File: config.mk
export PLATFORM = sky130hd
export DESIGN_NAME = atan2_rational_approx
export DESIGN_NICKNAME = d
export VERILOG_FILES = /design/src/atn2r_pkg.sv /design/src/atn2r_div_cell.sv /design/src/atn2r_poly.sv /design/src/atan2_rational_approx.sv
export SDC_FILE = /design/constraint.sdc
export NUM_CORES = 2
export LEC_CHECK = 0
export ABC_AREA = 1
export BUFFER_PORTS_ARGS = -buffer_cell sky130_fd_sc_hd__buf_4
export CAP_MARGIN = 40
export CORE_MARGIN = 8
export CORE_UTILIZATION = 25
export CTS_BUF_LIST = sky130_fd_sc_hd__clkbuf_4
export CTS_CLUSTER_DIAMETER = 60
export DETAILED_ROUTE_END_ITERATION = 16
export GPL_TIMING_DRIVEN = 0
export HOLD_SLACK_MARGIN = 0.12
export PLACE_DENSITY = 0.49
export SETUP_SLACK_MARGIN = 0.2
export SLEW_MARGIN = 20
export SYNTH_ARGS = -nofsm -noshare
export SYNTH_HDL_FRONTEND = slang
export SYNTH_SLANG_ARGS = --single-unit
File: constraint.sdc
create_clock -name clock -period 109.9 [get_ports clock]
set_clock_uncertainty 0.2 [all_clocks]
set_input_delay 32.97 -clock clock [delete_from_list [all_inputs] [get_ports clock]]
set_output_delay 32.97 -clock clock [all_outputs]
set_load 0.03 [all_outputs]
File: src/atn2r_pkg.sv
`timescale 1ns / 1ps
// ----------------------------------------------------------------------------
// atn2r_pkg
// Shared widths, constants and types of the rational arctangent pipeline.
// ----------------------------------------------------------------------------
package atn2r_pkg;

   // Sample and angle widths.
   localparam int DATA_W = 16;
   localparam int ANGLE_W = 16;

   // Magnitude of a 16-bit sample needs 17 bits (the most negative input).
   localparam int MAG_W = DATA_W + 1;

   // First divider: r = floor(a * 2^15 / b), one quotient bit per cell.
   localparam int QUO1_W = 16;
   localparam int REM1_W = MAG_W;
   localparam int TAIL1_W = 1;

   // Second divider: f = floor((r * 2^14 + d) / (2 d)), f below 2^14.
   localparam int QUO2_W = 14;
   localparam int REM2_W = 18;
   localparam int TAIL2_W = QUO2_W - 1;
   localparam int NUM2_W = QUO1_W + QUO2_W;

   // r^2 and 0.28 r^2 in Q1.15.
   localparam int SQR_W = 16;
   localparam int K_W = 14;
   localparam int D_W = 16;

   // The factor 0.28 as 18350 / 2^16.
   localparam logic [14:0] K_028_Q16 = 15'd18350;
   localparam logic [D_W-1:0] ONE_Q15 = 16'd32768;

   // Angle constants in Q3.13, one bit wider for the sum.
   localparam int SUM_W = ANGLE_W + 1;
   localparam logic signed [SUM_W-1:0] ANG_PI = 17'sd25736;
   localparam logic signed [SUM_W-1:0] ANG_HALF_PI = 17'sd12868;

   // Case flags that ride along with each item.
   typedef struct packed {
      logic x_zero;
      logic y_zero;
      logic y_neg;
      logic x_neg;
      logic recip;
   } atn2r_flags_type;

   localparam int FLAGS_W = $bits(atn2r_flags_type);

endpackage

File: src/atn2r_div_cell.sv
`timescale 1ns / 1ps
// ----------------------------------------------------------------------------
// atn2r_div_cell
// One restoring division step: decides one quotient bit and hands the
// partial remainder, divisor, quotient and side data to the next cell.
// ----------------------------------------------------------------------------
module atn2r_div_cell
   import atn2r_pkg::*;
#(
   parameter int REM_W = REM1_W,
   parameter int QUO_W = QUO1_W,
   parameter int TAIL_W = TAIL1_W,
   parameter int SIDE_W = FLAGS_W
) (
   input  logic              clock,
   input  logic              reset,
   input  logic              adv,
   input  logic              in_valid,
   input  logic [REM_W-1:0]  in_rem,
   input  logic [REM_W-1:0]  in_den,
   input  logic [QUO_W-1:0]  in_quo,
   input  logic [TAIL_W-1:0] in_tail,
   input  logic [SIDE_W-1:0] in_side,
   output logic              out_valid,
   output logic [REM_W-1:0]  out_rem,
   output logic [REM_W-1:0]  out_den,
   output logic [QUO_W-1:0]  out_quo,
   output logic [TAIL_W-1:0] out_tail,
   output logic [SIDE_W-1:0] out_side
);

   logic              valid_ff;
   logic [REM_W-1:0]  rem_ff, rem_in;
   logic [REM_W-1:0]  den_ff;
   logic [QUO_W-1:0]  quo_ff, quo_in;
   logic [TAIL_W-1:0] tail_ff, tail_in;
   logic [SIDE_W-1:0] side_ff;
   logic              ge;
   logic [REM_W-1:0]  diff;

   // Trial subtraction; the remainder then shifts up and takes the next dividend bit.
   always_comb begin
      ge = (in_rem >= in_den);
      diff = ge ? (in_rem - in_den) : in_rem;
      rem_in = {diff[REM_W-2:0], in_tail[TAIL_W-1]};
      quo_in = {in_quo[QUO_W-2:0], ge};
      tail_in = in_tail << 1;
   end

   // Valid bit of this cell.
   always_ff @(posedge clock) begin
      if (reset) begin
         valid_ff <= 1'b0;
      end else if (adv) begin
         valid_ff <= in_valid;
      end
   end

   // Data registers of this cell.
   always_ff @(posedge clock) begin
      if (adv) begin
         rem_ff <= rem_in;
         den_ff <= in_den;
         quo_ff <= quo_in;
         tail_ff <= tail_in;
         side_ff <= in_side;
      end
   end

   assign out_valid = valid_ff;
   assign out_rem = rem_ff;
   assign out_den = den_ff;
   assign out_quo = quo_ff;
   assign out_tail = tail_ff;
   assign out_side = side_ff;

endmodule

File: src/atn2r_poly.sv
`timescale 1ns / 1ps
// ----------------------------------------------------------------------------
// atn2r_poly
// Two multiply stages that form r^2 and then 0.28 r^2 in Q1.15.
// ----------------------------------------------------------------------------
module atn2r_poly
   import atn2r_pkg::*;
(
   input  logic            clock,
   input  logic            reset,
   input  logic            adv,
   input  logic            in_valid,
   input  logic [QUO1_W-1:0] in_r,
   input  atn2r_flags_type in_flags,
   output logic            out_valid,
   output logic [QUO1_W-1:0] out_r,
   output logic [K_W-1:0]  out_k,
   output atn2r_flags_type out_flags
);

   logic                   s1_valid_ff, s2_valid_ff;
   logic [QUO1_W-1:0]      s1_r_ff, s2_r_ff;
   logic [SQR_W-1:0]       s1_t_ff, s1_t_in;
   logic [K_W-1:0]         s2_k_ff, s2_k_in;
   atn2r_flags_type        s1_flags_ff, s2_flags_ff;
   logic [2*QUO1_W-1:0]    sq_prod;
   logic [31:0]            k_prod;

   // r^2 scaled back to Q1.15, then the 0.28 factor.
   always_comb begin
      sq_prod = in_r * in_r;
      s1_t_in = sq_prod[30:15];
      k_prod = 32'(s1_t_ff) * 32'(K_028_Q16);
      s2_k_in = k_prod[29:16];
   end

   // Stage valid bits.
   always_ff @(posedge clock) begin
      if (reset) begin
         s1_valid_ff <= 1'b0;
         s2_valid_ff <= 1'b0;
      end else if (adv) begin
         s1_valid_ff <= in_valid;
         s2_valid_ff <= s1_valid_ff;
      end
   end

   // Stage data.
   always_ff @(posedge clock) begin
      if (adv) begin
         s1_r_ff <= in_r;
         s1_t_ff <= s1_t_in;
         s1_flags_ff <= in_flags;
         s2_r_ff <= s1_r_ff;
         s2_k_ff <= s2_k_in;
         s2_flags_ff <= s1_flags_ff;
      end
   end

   assign out_valid = s2_valid_ff;
   assign out_r = s2_r_ff;
   assign out_k = s2_k_ff;
   assign out_flags = s2_flags_ff;

endmodule

File: src/atan2_rational_approx.sv
`timescale 1ns / 1ps
// ----------------------------------------------------------------------------
// atan2_rational_approx
// Four-quadrant arctangent of a signed 16-bit pair by r / (1 + 0.28 r^2).
// ----------------------------------------------------------------------------
// The block takes one (y, x) item per clock and returns its angle in signed
// Q3.13 radians: 16 division cells form the ratio of the smaller to the
// larger magnitude, two multiply stages form 0.28 r^2, 14 more division
// cells form r / (1 + 0.28 r^2), and one output register applies the
// quadrant correction. The whole pipeline moves together and holds only while
// a finished item sits in the output register with rsp_stall high, so the
// sustained rate is one item per cycle. There is no configuration and no
// state beyond the items in flight.
// ----------------------------------------------------------------------------
module atan2_rational_approx
   import atn2r_pkg::*;
(
   input  logic                      clock,
   input  logic                      reset,
   input  logic                      req_valid,
   output logic                      req_stall,
   input  logic signed [DATA_W-1:0]  req_y_value,
   input  logic signed [DATA_W-1:0]  req_x_value,
   output logic                      rsp_valid,
   input  logic                      rsp_stall,
   output logic signed [ANGLE_W-1:0] rsp_angle
);

   localparam int N1 = QUO1_W;
   localparam int N2 = QUO2_W;

   logic adv;

   // First divider chain.
   logic                d1_valid [0:N1];
   logic [REM1_W-1:0]   d1_rem   [0:N1];
   logic [REM1_W-1:0]   d1_den   [0:N1];
   logic [QUO1_W-1:0]   d1_quo   [0:N1];
   logic [TAIL1_W-1:0]  d1_tail  [0:N1];
   logic [FLAGS_W-1:0]  d1_side  [0:N1];

   // Second divider chain.
   logic                d2_valid [0:N2];
   logic [REM2_W-1:0]   d2_rem   [0:N2];
   logic [REM2_W-1:0]   d2_den   [0:N2];
   logic [QUO2_W-1:0]   d2_quo   [0:N2];
   logic [TAIL2_W-1:0]  d2_tail  [0:N2];
   logic [FLAGS_W-1:0]  d2_side  [0:N2];

   logic signed [MAG_W-1:0] y_ext, x_ext;
   logic [MAG_W-1:0]        ay, ax;
   atn2r_flags_type         in_flags;
   atn2r_flags_type         r_flags;

   logic                    p_valid;
   logic [QUO1_W-1:0]       p_r;
   logic [K_W-1:0]          p_k;
   atn2r_flags_type         p_flags;
   logic [D_W-1:0]          dsum;
   logic [NUM2_W-1:0]       num2;

   atn2r_flags_type         o_flags;
   logic signed [SUM_W-1:0] f_ext, f_sgn, ang;
   logic                    neg_f, opposite;
   logic                    rsp_valid_ff;
   logic signed [ANGLE_W-1:0] angle_ff, angle_in;

   // The pipeline advances unless a finished item is held at the output.
   assign adv = !rsp_valid_ff || !rsp_stall;
   assign req_stall = !adv;

   // Magnitudes, ordering and case flags of the incoming item.
   always_comb begin
      y_ext = MAG_W'(req_y_value);
      x_ext = MAG_W'(req_x_value);
      ay = y_ext[MAG_W-1] ? MAG_W'(-y_ext) : MAG_W'(y_ext);
      ax = x_ext[MAG_W-1] ? MAG_W'(-x_ext) : MAG_W'(x_ext);
      in_flags.x_zero = (req_x_value == '0);
      in_flags.y_zero = (req_y_value == '0);
      in_flags.y_neg = req_y_value[DATA_W-1];
      in_flags.x_neg = req_x_value[DATA_W-1];
      in_flags.recip = (ay >= ax);
   end

   assign d1_valid[0] = req_valid;
   assign d1_rem[0] = in_flags.recip ? ax : ay;
   assign d1_den[0] = in_flags.recip ? ay : ax;
   assign d1_quo[0] = '0;
   assign d1_tail[0] = '0;
   assign d1_side[0] = in_flags;

   // Ratio r = smaller / larger magnitude in Q1.15, one bit per cell.
   for (genvar i = 0; i < N1; i++) begin : g_div1
      atn2r_div_cell #(
         .REM_W  (REM1_W),
         .QUO_W  (QUO1_W),
         .TAIL_W (TAIL1_W),
         .SIDE_W (FLAGS_W)
      ) u_cell (
         .clock     (clock),
         .reset     (reset),
         .adv       (adv),
         .in_valid  (d1_valid[i]),
         .in_rem    (d1_rem[i]),
         .in_den    (d1_den[i]),
         .in_quo    (d1_quo[i]),
         .in_tail   (d1_tail[i]),
         .in_side   (d1_side[i]),
         .out_valid (d1_valid[i+1]),
         .out_rem   (d1_rem[i+1]),
         .out_den   (d1_den[i+1]),
         .out_quo   (d1_quo[i+1]),
         .out_tail  (d1_tail[i+1]),
         .out_side  (d1_side[i+1])
      );
   end

   assign r_flags = atn2r_flags_type'(d1_side[N1]);

   // 0.28 r^2.
   atn2r_poly u_poly (
      .clock     (clock),
      .reset     (reset),
      .adv       (adv),
      .in_valid  (d1_valid[N1]),
      .in_r      (d1_quo[N1]),
      .in_flags  (r_flags),
      .out_valid (p_valid),
      .out_r     (p_r),
      .out_k     (p_k),
      .out_flags (p_flags)
   );

   // Dividend r * 2^14 + d and divisor 2 d for the rounded quotient.
   always_comb begin
      dsum = ONE_Q15 + D_W'(p_k);
      num2 = {p_r, {QUO2_W{1'b0}}} + NUM2_W'(dsum);
   end

   assign d2_valid[0] = p_valid;
   assign d2_rem[0] = REM2_W'(num2[NUM2_W-1:TAIL2_W]);
   assign d2_den[0] = REM2_W'({dsum, 1'b0});
   assign d2_quo[0] = '0;
   assign d2_tail[0] = num2[TAIL2_W-1:0];
   assign d2_side[0] = p_flags;

   // f = r / (1 + 0.28 r^2) in Q3.13, one bit per cell.
   for (genvar j = 0; j < N2; j++) begin : g_div2
      atn2r_div_cell #(
         .REM_W  (REM2_W),
         .QUO_W  (QUO2_W),
         .TAIL_W (TAIL2_W),
         .SIDE_W (FLAGS_W)
      ) u_cell (
         .clock     (clock),
         .reset     (reset),
         .adv       (adv),
         .in_valid  (d2_valid[j]),
         .in_rem    (d2_rem[j]),
         .in_den    (d2_den[j]),
         .in_quo    (d2_quo[j]),
         .in_tail   (d2_tail[j]),
         .in_side   (d2_side[j]),
         .out_valid (d2_valid[j+1]),
         .out_rem   (d2_rem[j+1]),
         .out_den   (d2_den[j+1]),
         .out_quo   (d2_quo[j+1]),
         .out_tail  (d2_tail[j+1]),
         .out_side  (d2_side[j+1])
      );
   end

   // Sign and quadrant correction.
   always_comb begin
      o_flags = atn2r_flags_type'(d2_side[N2]);
      opposite = o_flags.y_neg != o_flags.x_neg;
      neg_f = o_flags.recip ? opposite : (opposite && !o_flags.y_zero);
      f_ext = SUM_W'(d2_quo[N2]);
      f_sgn = neg_f ? -f_ext : f_ext;
      if (o_flags.x_zero) begin
         if (o_flags.y_neg) begin
            ang = -ANG_HALF_PI;
         end else if (o_flags.y_zero) begin
            ang = '0;
         end else begin
            ang = ANG_HALF_PI;
         end
      end else if (!o_flags.recip) begin
         if (!o_flags.x_neg) begin
            ang = f_sgn;
         end else if (o_flags.y_neg) begin
            ang = f_sgn - ANG_PI;
         end else begin
            ang = f_sgn + ANG_PI;
         end
      end else begin
         ang = ANG_HALF_PI - f_sgn - (o_flags.y_neg ? ANG_PI : SUM_W'(0));
      end
      angle_in = ang[ANGLE_W-1:0];
   end

   // Output register.
   always_ff @(posedge clock) begin
      if (reset) begin
         rsp_valid_ff <= 1'b0;
      end else if (adv) begin
         rsp_valid_ff <= d2_valid[N2];
      end
   end

   always_ff @(posedge clock) begin
      if (adv) begin
         angle_ff <= angle_in;
      end
   end

   assign rsp_valid = rsp_valid_ff;
   assign rsp_angle = angle_ff;

   // The ratio never exceeds one when x is nonzero; the origin divides zero by zero.
   a_ratio_max : assert property (@(posedge clock) disable iff (reset)
      (d1_valid[N1] && !r_flags.x_zero) |-> (d1_quo[N1] <= QUO1_W'(32768)))
      else $error("Ratio quotient above one.");

   // The rational term never exceeds one in Q3.13 when x is nonzero.
   a_frac_max : assert property (@(posedge clock) disable iff (reset)
      (d2_valid[N2] && !o_flags.x_zero) |-> (d2_quo[N2] <= QUO2_W'(8192)))
      else $error("Rational term above one.");

   // Every delivered angle lies within plus or minus pi.
   a_angle_range : assert property (@(posedge clock) disable iff (reset)
      rsp_valid_ff |-> (angle_ff <= 16'sd25736 && angle_ff >= -16'sd25736))
      else $error("Angle outside plus or minus pi.");

   // A held output freezes the divider chain.
   a_freeze : assert property (@(posedge clock) disable iff (reset)
      (rsp_valid_ff && rsp_stall) |=> $stable(d2_quo[N2]))
      else $error("Pipeline moved while the output was held.");

   // The output is empty when reset is released.
   a_reset_empty : assert property (@(posedge clock)
      ($past(reset) && !reset) |-> !rsp_valid_ff)
      else $error("Output valid right after reset.");

endmodule
==> qor.json <==
{
  "outcome": {
    "outcome": "complete, no violations"
  },
  "global_routing": {
    "maximum_number_of_pins_on_one_net_before_global_route_repair": 60,
    "first_global_vias": 54100,
    "antenna_found_initial": 5,
    "grt_overflow": 0,
    "grt_first_pass_wirelength_mm": 276,
    "grt_use_total_pct": 9.76
  },
  "yosys": {
    "cell_area_after_synthesis_mm2": 0.0798,
    "synth-async-reset-ratio_pct": 0,
    "synth_ff_type": "sky130_fd_sc_hd__edfxtp_1",
    "netlist_instances": 7350,
    "synth_warnings": 0,
    "synth-seq-cells": 1397,
    "post_synth_num_cell_types": 54,
    "synth-edff-count": 1364,
    "synth_seq_area_share_pct": 52.1,
    "postSynthAreaPerCell_um2": 10.9
  },
  "detailed_routing": {
    "drc": 0,
    "first_pass_iters": 6,
    "detail_route.wl_per_cell_um": 13.8,
    "drt_wl_total_mm": 169,
    "antenna_violating_nets_post_route": 0,
    "initialDrtViolationCount": 2544,
    "detail_route.vias_per_cell": 4.24,
    "dr_total_vias": 51900
  },
  "cells_and_area": {
    "post_route_cells_drive_above_1_share_pct": 8.57,
    "final_nets": 8824,
    "synthToLayoutAreaGrowth_pct": 13.7
  },
  "setup_path": {
    "crit_arrival_ns": 33.95,
    "r2r_start": "g_div1[15].u_cell.out_quo[13]",
    "reg2reg_slack_ns": 102.00,
    "kind_of_critical_path": "in -> out",
    "timing.reg2reg.worst_path_depth": 26,
    "timing.critical_path.fanout_max": 10,
    "worst_setup_path_start_kind": "input port",
    "r2r_end": "u_poly.s1_t_ff[13]",
    "timing.critical_path.required_ns": 76.73,
    "cp-end-kind": "output port"
  },
  "timing": {
    "max_slew.worst_pin.slew_ns": 0.795,
    "maxClockFrequency_mhz": 14.9,
    "grt_setup_unrepaired": "false",
    "fin_setup_tns_ns": 0,
    "min_period_ns": 67.12,
    "report.final.hold_viol_count": 0,
    "finalSetupViolations": 0,
    "maxSlewViolCount": 0,
    "final.setup.worst_slack_ns": 42.78,
    "timing.slew.headroom_pct": 45.6,
    "hold_ws_ns": 0.152,
    "period_share_pct": 61.1
  },
  "clock_network": {
    "post-cts-setup-buffer-count": 0,
    "cts.htree.levels": 5,
    "clk-insertion-delay-late_ns": 1.19,
    "post_cts.resized_instances": 0,
    "cts-buffers-inserted": 371,
    "clock_tree_root": "sky130_fd_sc_hd__clkbuf_4",
    "clk_transition_reported_paths_ns": 0.06,
    "cts_sinks": 1397,
    "cts_max_path_buffers": 4,
    "cts_tree": "done",
    "hold_buffers": 0
  },
  "floorplan": {
    "placementRows": 207,
    "placeableCoreArea_mm2": 0.318,
    "die-width_um": 581,
    "die-area_mm2": 0.338,
    "height_of_the_die_um": 581,
    "ioPinCount": 54,
    "start_util_pct": 25.1
  },
  "worst_hold_path": {
    "min_to": "g_div2[13].u_cell.out_quo[8]",
    "worst_hold_path_type": "reg -> reg",
    "hold_path_depth": 0,
    "worst_hold_startpoint": "g_div2[12].u_cell.out_quo[7]"
  },
  "placement": {
    "io_buffer_count": 52,
    "final_wtd_congestion": 0.841,
    "dpl_worst_slack_ns": 42.77,
    "post-dp-hpwl_mm": 130
  },
  "flow_run": {
    "timing.max_cap.violations": 0
  }
}
## kinds of logic (layout without fill, tap and decap cells)
| family | Yosys count | count (layout) | synth area share (%) |
|---|---|---|---|
| and+or+nand+nor | 1800 | 1800 | 9.18 |
| buffers and inverters | 1406 | 2121 | 6.66 |
| DFF | 1397 | 1397 | 52.1 |
| AOI/OAI and AO/OA | 1294 | 1294 | 8.82 |
| adders and majority gates | 980 | 980 | 18.0 |
| xor gates and xnor gates | 467 | 467 | 5.12 |
| muxes | 4 | 4 | 0.0564 |
| other | 2 | 7 | 0.00941 |
## worst max-delay path, cell delays in order
cell and delay, ns:
sky130_fd_sc_hd__buf_4 0.11, sky130_fd_sc_hd__nand2_1 0.16, sky130_fd_sc_hd__clkinv_1 0.22, sky130_fd_sc_hd__clkbuf_1 0.27, sky130_fd_sc_hd__buf_4 0.23
## stage by stage
stage	instance area, um^2	utilization, %	std cells
floorplan	79800	-	7351
global placement	85400	26.9	11600
detailed placement	86200	27.1	11600
CTS	90800	28.6	12200
global route	90800	28.6	12300
finish	90800	28.6	12300
## cells in the mapped netlist, types with 36 or more instances
master | n | share of area [%]
sky130_fd_sc_hd__inv_1 | 1262 | 5.9
sky130_fd_sc_hd__nand4_1 | 51 | 0.40
sky130_fd_sc_hd__edfxtp_1 | 1364 | 51
sky130_fd_sc_hd__a21oi_1 | 669 | 4.2
sky130_fd_sc_hd__nand2_1 | 1074 | 5.1
sky130_fd_sc_hd__xnor2_1 | 240 | 2.6
sky130_fd_sc_hd__nor3_1 | 52 | 0.33
sky130_fd_sc_hd__fa_1 | 280 | 7.0
sky130_fd_sc_hd__ha_1 | 700 | 11
sky130_fd_sc_hd__o21bai_1 | 36 | 0.34
sky130_fd_sc_hd__o21ai_0 | 377 | 2.4
sky130_fd_sc_hd__nor2_1 | 397 | 1.9
sky130_fd_sc_hd__o21ai_1 | 47 | 0.29
sky130_fd_sc_hd__xor2_1 | 227 | 2.5
sky130_fd_sc_hd__clkbuf_1 | 123 | 0.58
sky130_fd_sc_hd__nand3_1 | 173 | 1.1
## area by class of cell
cell class | instances | area (um^2)
fill | 32800 | 227000
sequential | 1397 | 41600
multi-input combinational | 4548 | 32900
tap | 4180 | 5230
inverter | 1270 | 4770
clock buffer | 525 | 3940
timing repair buffer | 84 | 1130
clock inverter | 106 | 656
buffer | 136 | 554
antenna | 4 | 10.0
## state kept, by name, indices dropped and copies added (netlist names), 66 cells and up
| signal | flops |
|---|---|
| g_div1.u_cell.out_den | 255 |
| g_div1.u_cell.out_rem | 240 |
| g_div2.u_cell.out_rem | 234 |
| g_div1.u_cell.out_quo | 136 |
| g_div2.u_cell.out_quo | 105 |
| g_div2.u_cell.out_den | 90 |
| g_div1.u_cell.out_side | 80 |
| g_div2.u_cell.out_side | 70 |
| g_div2.u_cell.out_tail | 66 |
## cells in the final DEF, fill, tap and decap left out, drive strengths merged, types with 8 or more instances in the layout
master	instances
edfxtp	1364
inv	1272
nand2	1081
ha	700
a21oi	671
clkbuf	648
o21ai	424
nor2	399
fa	280
xnor2	240
xor2	227
nand3	174
buf	97
clkinv	94
nor3	53
nand4	52
o21bai	36
dfxtp	33
a21o	29
nor4	22
o221ai	18
a211oi	17
o211ai	16
o21a	16
a2111oi	15
a221oi	15
o31ai	12
a31oi	11
or2	10
bufinv	8
## worst max path at each step
stage | from | end | slack, ns | cells after the start
floorplan | rsp_stall | g_div1[0].u_cell.out_den[0] | 37.53 | 2
detailed placement | rsp_stall | req_stall | 42.77 | 5
CTS | rsp_stall | req_stall | 42.77 | 5
finish | rsp_stall | req_stall | 42.78 | 5
global placement | rsp_stall | g_div1[0].u_cell.out_side[3] | 22.47 | 3
global route | rsp_stall | req_stall | 42.64 | 5
## layer usage
metal  wire, um  GRT usage (%)
met5         46              0
met4       5220           3.55
met3       6270           1.76
met1      72900           11.6
met2      84100           17.6
Power is not shown: default switching activity piles up to over one toggle a cycle in this logic, so the estimate is an artifact.
